`src/hdl/tdr_pkg.sv`:
```
`timescale 1ns / 1ps
// ----------------------------------------------------------------------------
// tdr_pkg
// Types, sizes and codes shared by the transmit descriptor ring modules.
// ----------------------------------------------------------------------------
package tdr_pkg;

  localparam int RING_SLOTS  = 512;
  localparam int CLEAN_BATCH = 32;

  localparam int SLOT_W  = $clog2(RING_SLOTS);
  localparam int CNT_W   = $clog2(RING_SLOTS + 1);
  localparam int BATCH_W = $clog2(CLEAN_BATCH + 1);

  // request types
  localparam logic [1:0] REQ_TX    = 2'd0;
  localparam logic [1:0] REQ_WB    = 2'd1;
  localparam logic [1:0] REQ_CLEAN = 2'd2;

  // result status codes
  localparam logic [2:0] ST_QUEUED  = 3'd0;
  localparam logic [2:0] ST_FULL    = 3'd1;
  localparam logic [2:0] ST_FREED   = 3'd2;
  localparam logic [2:0] ST_NOCLEAN = 3'd3;
  localparam logic [2:0] ST_WB_ACK  = 3'd4;

  typedef struct packed {
    logic [1:0]  req_type;
    logic [47:0] buf_addr;
    logic [13:0] pkt_len;
    logic [15:0] buf_handle;
    logic [8:0]  done_slot;
  } tdr_req_t;

  typedef struct packed {
    logic [2:0]  status;
    logic [8:0]  slot;
    logic [47:0] desc_addr;
    logic [13:0] desc_len;
    logic [8:0]  tail;
    logic [15:0] freed_handle;
    logic        last;
  } tdr_rsp_t;

  // controller -> datapath
  typedef struct packed {
    logic do_tx;       // process transmit request on the input port
    logic do_wb;       // process writeback request on the input port
    logic clean_rd;    // read done mark at end of batch
    logic commit;      // advance clean index, set up free walk
    logic emit_none;   // load a nothing-cleaned result
    logic handle_rd;   // read handle at current free slot
    logic emit_freed;  // load a freed result and step the walk
  } tdr_cmd_t;

  // datapath -> controller
  typedef struct packed {
    logic out_free;
    logic clean_ok;
    logic n_zero;
    logic free_last;
  } tdr_stat_t;

endpackage

```
`src/hdl/tdr_ctrl.sv`:
```
`timescale 1ns / 1ps
// ----------------------------------------------------------------------------
// tdr_ctrl
// Sequencer: takes requests and steps the batch clean walk.
// ----------------------------------------------------------------------------
module tdr_ctrl (
  input  logic              clk,
  input  logic              rst,
  input  logic              req_valid,
  input  logic [1:0]        req_type,
  output logic              req_ready,
  input  tdr_pkg::tdr_stat_t stat,
  output tdr_pkg::tdr_cmd_t  cmd
);
  import tdr_pkg::*;

  localparam logic [1:0] S_IDLE = 2'd0;
  localparam logic [1:0] S_CHK  = 2'd1;
  localparam logic [1:0] S_RD   = 2'd2;
  localparam logic [1:0] S_OUT  = 2'd3;

  logic [1:0] state;
  logic [1:0] state_next;
  logic       take;

  assign req_ready = (state == S_IDLE) && stat.out_free;
  assign take      = req_valid && req_ready;

  always_comb begin
    state_next = state;
    cmd        = '0;
    case (state)
      S_IDLE: begin
        if (take) begin
          case (req_type)
            REQ_TX:    cmd.do_tx = 1'b1;
            REQ_WB:    cmd.do_wb = 1'b1;
            REQ_CLEAN: begin
              cmd.clean_rd = 1'b1;
              state_next   = S_CHK;
            end
            default: ;
          endcase
        end
      end
      S_CHK: begin
        if (stat.clean_ok && !stat.n_zero) begin
          cmd.commit = 1'b1;
          state_next = S_RD;
        end else if (stat.out_free) begin
          cmd.emit_none = 1'b1;
          cmd.commit    = stat.clean_ok;
          state_next    = S_IDLE;
        end
      end
      S_RD: begin
        cmd.handle_rd = 1'b1;
        state_next    = S_OUT;
      end
      S_OUT: begin
        if (stat.out_free) begin
          cmd.emit_freed = 1'b1;
          state_next     = stat.free_last ? S_IDLE : S_RD;
        end
      end
      default: state_next = S_IDLE;
    endcase
  end

  always_ff @(posedge clk) begin
    if (rst) begin
      state <= S_IDLE;
    end else begin
      state <= state_next;
    end
  end

endmodule

```
`config.mk`:
```
export PLATFORM = sky130hd
export DESIGN_NAME = tdr_ctrl
export DESIGN_NICKNAME = d
export VERILOG_FILES = /design/src/hdl/tdr_pkg.sv /design/src/hdl/tdr_ctrl.sv
export SDC_FILE = /design/constraint.sdc
export NUM_CORES = 1
export LEC_CHECK = 0
export BUFFER_PORTS_ARGS = -buffer_cell sky130_fd_sc_hd__buf_2
export CORE_AREA = 2 2 39 41
export CTS_CLUSTER_DIAMETER = 200
export DETAILED_ROUTE_END_ITERATION = 8
export DIE_AREA = 0 0 41 43
export GPL_TIMING_DRIVEN = 0
export SYNTH_ARGS = -nofsm -noshare
export SYNTH_HDL_FRONTEND = slang
export SYNTH_SLANG_ARGS = --single-unit
```
`constraint.sdc`:
```
create_clock -name clk -period 1.55 [get_ports clk]
set_clock_uncertainty 0.15 [all_clocks]
set_input_delay 0.0775 -clock clk [delete_from_list [all_inputs] [get_ports clk]]
set_output_delay 0.0775 -clock clk [all_outputs]
set_load 0.005 [all_outputs]
```
==> results of run 1 <==
-- repair_timing --
action,4_1_cts,5_1_grt
hold endpoints to repair,1,1
setup endpoints to repair,0,2
resized for setup,0,3
hold buffers,1,1
-- worst max-delay path by stage --
| stage | from | to |
|---|---|---|
| after floorplan | state[0]$_SDFFE_PP0P_ | state[0]$_SDFFE_PP0P_ |
| after global placement | state[0]$_SDFFE_PP0P_ | state[0]$_SDFFE_PP0P_ |
| after detailed placement | state[0]$_SDFFE_PP0P_ | state[0]$_SDFFE_PP0P_ |
| after CTS | state[1]$_SDFFE_PP0P_ | cmd[4] |
| after global routing | state[1]$_SDFFE_PP0P_ | cmd[6] |
| final | state[1]$_SDFFE_PP0P_ | cmd[4] |
-- cell type report --
class / instances / area (sq um)
Clock buffer: 3 / 22.5
Fill cell: 168 / 1060
Multi-Input combinational cell: 22 / 139
Sequential cell: 2 / 42.5
Tap cell: 16 / 20.0
Timing Repair Buffer: 18 / 100
-- per-layer routing --
| layer | GRT usage, % | wire (microns) |
|---|---|---|
| met2 | 10.6 | 272 |
| met1 | 7.01 | 216 |
| met4 | 8.00 | 0 |
| met3 | 6.28 | 63 |
| met5 | 0 | 0 |
-- worst min-delay path, cell delays in order --
cell and delay, ns:
buf_2 0.09, or3_1 0.11, a21oi_1 0.06
-- synth_stat cells --
cell / n / share of area (%)
nor4_1: 1 / 3.6
and3_2: 1 / 4.3
nor3_1: 2 / 5.8
nand2_1: 3 / 6.5
nand2_2: 1 / 3.6
or3_1: 1 / 3.6
nand2b_1: 1 / 3.6
nor2_1: 1 / 2.2
and4b_1: 2 / 12
dfxtp_1: 2 / 23
o21ai_0: 1 / 2.9
nand3_1: 1 / 2.9
a21oi_1: 1 / 2.9
and2_1: 2 / 7.2
nor2b_1: 3 / 11
and2b_2: 1 / 5.1
-- cell families after synthesis --
logic type / count (synthesis)
AND/OR/NAND/NOR: 20
flip-flops: 2
AO/OA/AOI/OAI: 2
-- power breakdown --
| group | switching [mW] | total (mW) | internal [mW] |
|---|---|---|---|
| logic | 0.0174 | 0.0412 | 0.0238 |
| registers | 0.00414 | 0.0585 | 0.0544 |
| clock network | 0.0263 | 0.111 | 0.0851 |
| total | 0.0479 | 0.211 | 0.163 |
==> flow_summary.yaml, run 1 <==
global_route:
  grt_max_degree: 9
  grt_antenna_before_repair: 0
  grt_remaining_overflow: 0
  grt_pass1_vias: 229
  grt_usage_pct: 8.01
  grt_pass1_wl_microns: 890
power_and_ir_drop:
  p_per_area_mw_per_mm2: 652
  finalPower_mw: 0.211
  vdd_drop_max_mv: 0.117
  leakage_nw: 0.166
critical_path:
  ff2ff_setup_slack_ns: 0.30
  slowest_stage: "dfxtp_2"
  reg2reg_from: "state[0]$_SDFFE_PP0P_"
  cp_max_fo: 8
  start_kind: "flip-flop"
  worst_path_dominant_cell_family: "simple AND/OR/NAND/NOR gates"
  cp_num_cells: 4
  arrival_ns: 1.14
  reg2reg_to: "state[0]$_SDFFE_PP0P_"
  slowest_delay_ns: 0.39
  cp_num_buf_inv: 1
  required_ns: 1.32
  worst-setup-path-type: "reg2out"
  r2r_cells: 3
  path_cells: "nor2_1, and2_1, and4b_1, buf_2"
  end_kind: "primary output"
min_path:
  min_path_type: "in2reg"
  hold_path_end: "state[1]$_SDFFE_PP0P_"
  hold_depth: 3
  hp-start: "stat[1]"
finish:
  largest_register_ffs: 2
  synthToLayoutAreaGrowth_pct: 87.7
  fin_util_pct: 23.4
  drive_gt1_share_pct: 55.6
  final_area_sq_um: 324
  fin_nets: 56
  diodes: 0
  final_cell_count_no_fill: 61
  largestRegisters: "state x2"
  layout_commonest_cell: "buf_2"
  layout_common_cells: "buf_2, nand2_1, nor2b_1, clkbuf_4"
  top_register: "state"
status:
  status: "finished, final reports clean"
floorplanning:
  die-height_microns: 43
  coreArea_sq_mm: 0.00138
  fp.dieW_microns: 41
  start_util_pct: 12.5
  io_pins: 17
  die_area_sq_mm: 0.00176
  rows: 14
timing:
  hold_slack_ns: 0.0231
  slew_viol_final: 0
  maxSlewHeadroom_pct: 85.3
  worst_pin_slew_ns: 0.219
  hold_viol: 0
  fin_crit_ns: 1.37
  fin_setup_tns_ns: 0
  setup_viol: 0
  period_share_pct: 88.5
  grt_setup_unrepaired: "false"
  timing.final.ws_setup_ns: 0.178
  maxClockFrequency_ghz: 0.729
route:
  drt_iter0_drc: 1
  drc: 0
  ant_nets: 0
  via_per_inst: 4.05
  first_pass_iters: 2
  routed_wl_microns: 552
  vias: 247
  post_drt_wl_per_cell_microns: 9.05
logic_synthesis:
  synthCells: 24
  synth_top_family_by_area: "simple AND/OR/NAND/NOR gates"
  synth_area_sq_um: 173
  yosys_register_bits: 2
  ys_types: 16
  synth_xor_area_share_pct: 0
  synth.area.mux_share_pct: 0
  avgSynthCellArea_sq_um: 7.19
  syn-num-nets: 33
  synthSimpleGateAreaFrac_pct: 71.0
  ys_seq_area_share_pct: 23.2
  yosysWarnings: 0
  synth_compound_area_share_pct: 5.80
  synthAdderAreaFrac_pct: 0
clocking:
  clkTransAtPathRegs_ns: 0.03
  tritoncts: "yes"
  cts_setup_buffers: 0
  cts_num_sinks: 2
  cts_buffers: 3
  cts_root_buf: "clkbuf_4"
  cts_max_path_buffers: 2
  clock_latency_ns: 0.22
  htreeDepth: 1
run:
  maxCapViolations: 0
place:
  place_congestion: 0.564
  port-buffer-count: 16
  post-place-ws_ns: 0.234
  placed_cell_area_sq_um: 273
  dp_cells: 56
Note: power is estimated with default switching activity, not from simulation.
==> inputs of run 2 (changes only) <==
- ABC_AREA: not set -> 1
==> run 2 against run 1 <==
  * Worst setup slack got worse by 0.044 ns
  * Sequential power fell by 3%
  * Hold slack gained 0.050 ns
  * Global-route usage barely moved
  * Sequential share of layout area shrank 1.5 points
  * Total power grew 5.2%
  * Clock power increased by 5%
  * Die area stayed put
  * Wire length increased by 3.6%
  * Sequential cell count unchanged
  * First-iteration DRC count did not move
  * Clock-buffer cell count stayed put
==> flow_summary.yaml, run 2 <==
route:
  via_per_inst: 3.85
  post_drt_wl_per_cell_microns: 7.94
  ant_nets: 0
  routed_wl_microns: 572
  drt_iter0_drc: 1
  first_pass_iters: 2
  drc: 0
  vias: 277
clocking:
  htreeDepth: 1
  cts_max_path_buffers: 2
  cts_setup_buffers: 0
  cts_num_sinks: 2
  cts_buffers: 3
  clkTransAtPathRegs_ns: 0.03
  clock_latency_ns: 0.23
  tritoncts: "yes"
  cts_root_buf: "clkbuf_4"
critical_path:
  start_kind: "flip-flop"
  worst-setup-path-type: "reg2out"
  end_kind: "primary output"
  crit_start: "state[1]$_SDFFE_PP0P_"
  required_ns: 1.32
  cp_max_fo: 6
  reg2reg_from: "state[1]$_SDFFE_PP0P_"
  arrival_ns: 1.19
finish:
  ff_latch_area_sq_um: 41.3
  fin_nets: 67
  diodes: 0
  largestRegisters: "state x2"
  fillers: 171
  multi_input_area_sq_um: 146
  layout_commonest_cell: "buf_2"
  synthToLayoutAreaGrowth_pct: 80.3
  largest_register_ffs: 2
  final_area_sq_um: 354
  drive_gt1_share_pct: 48.2
  fin_util_pct: 25.6
  top_register: "state"
  layout_common_cells: "buf_2, nand2_1, inv_1, nor2_1, clkbuf_4"
global_route:
  grt_max_degree: 7
  met1_usage_pct: 8.25
  met2_usage_pct: 11.3
  grt_pass1_wl_microns: 903
  gr-usage-met3_pct: 3.14
  grt_antenna_before_repair: 0
  grt_pass1_vias: 256
  grt_usage_pct: 8.00
  globalRoute.busiestLayer: "met2"
  grt_remaining_overflow: 0
power_and_ir_drop:
  p_per_area_mw_per_mm2: 627
  leakage_nw: 0.191
  vdd_drop_max_mv: 0.178
timing:
  maxSlewHeadroom_pct: 82.3
  slew_viol_final: 0
  fin_setup_tns_ns: 0
  maxClockFrequency_ghz: 0.706
  hold_slack_ns: 0.0726
  period_share_pct: 91.3
  grt_setup_unrepaired: "false"
  timing.final.ws_setup_ns: 0.134
  fin_crit_ns: 1.42
  worst_pin_slew_ns: 0.266
  setup_viol: 0
  hold_viol: 0
logic_synthesis:
  yosys_register_bits: 2
  synth.area.top_cells: "dfxtp_1, nand2_1, inv_1"
  synth_area_sq_um: 196
  ys_types: 14
  synth_top_cell_area_share_pct: 20.4
  yosysWarnings: 0
  syn-num-nets: 45
  yosysTopAreaCell: "dfxtp_1"
  avgSynthCellArea_sq_um: 5.46
  synth_edf_count: 0
  synth_top_flop_cell: "dfxtp_1"
  ys_seq_area_share_pct: 20.4
  synthCells: 36
  yosysMostFrequentCell: "nand2_1"
  synth.top_cells.by_count: "nand2_1, inv_1, nor2_1"
  async_reset_ff_share_pct: 0
min_path:
  hp-start: "stat[0]"
  min_path_type: "in2reg"
place:
  place_hpwl_microns: 453
  post-place-ws_ns: 0.370
  placed_cell_area_sq_um: 297
  place_congestion: 0.686
  port-buffer-count: 16
floorplanning:
  io_pins: 17
  start_util_pct: 14.2
  die_area_sq_mm: 0.00176
  rows: 14
  coreArea_sq_mm: 0.00138
  fp.dieW_microns: 41
  die-height_microns: 43
run:
  maxCapViolations: 0
status:
  status: "finished, final reports clean"
[run 2: changes by cell type after synthesis, moves of 2 or more]
| cell | delta |
|---|---|
| nor3_1 | +2 |
| and2_1 | -2 |
| nor2_1 | +4 |
| and4b_1 | -2 |
| inv_1 | +6 |
| nor2b_1 | -3 |
| nand2_1 | +7 |
[run 2: what timing repair did]
action	CTS	global route
resized for setup	0	6
hold buffers	2	0
endpoints found under the hold margin	2	0
endpoints found under the setup margin	0	4
[run 2: stage by stage]
stage                     cells  power (mW)
final                        72       0.222
after global routing         72       0.238
after CTS                    73       0.226
after detailed placement     68      0.0981
after global placement       68      0.0973
after floorplan              36      0.0774
[run 2: logic make-up after synthesis]
group | synth area share [%]
buffers and inverters | 13.4
and+or+nand+nor | 52.9
AOI/OAI and AO/OA | 13.4
DFF | 20.4
[run 2: layout make-up]
type / instances / area share [%]
Tap cell: 16 / 5.65
Multi-Input combinational cell: 27 / 41.3
Timing Repair Buffer: 17 / 27.6
Inverter: 7 / 7.42
Sequential cell: 2 / 11.7
Clock buffer: 3 / 6.36
[run 2: per-layer routing]
layer	share of wire, %	vias up
met5	0	-
li1	-	153
met2	50	7
met1	43	117
met3	6.8	0
met4	0	0
[run 2: critical path, stage by stage, from the launching register on]
cell and delay (ns):
dfxtp_1 0.37, nor3_4 0.22, nand2_2 0.10, nor3_2 0.14
buf_2 0.13
[run 2: power breakdown]
part           switching, mW  internal (mW)
sequential           0.00309         0.0537
clock                 0.0316         0.0856
combinational         0.0249         0.0232
[run 2: worst paths after layout]
kind                                 to  slack, ns  cells after the start
hold / removal    state[1]$_SDFFE_PP0P_       0.07                      6
setup / recovery                 cmd[6]       0.13                      4
hold reg to reg   state[1]$_SDFFE_PP0P_       0.43                      2
setup reg to reg  state[1]$_SDFFE_PP0P_       0.45                      5
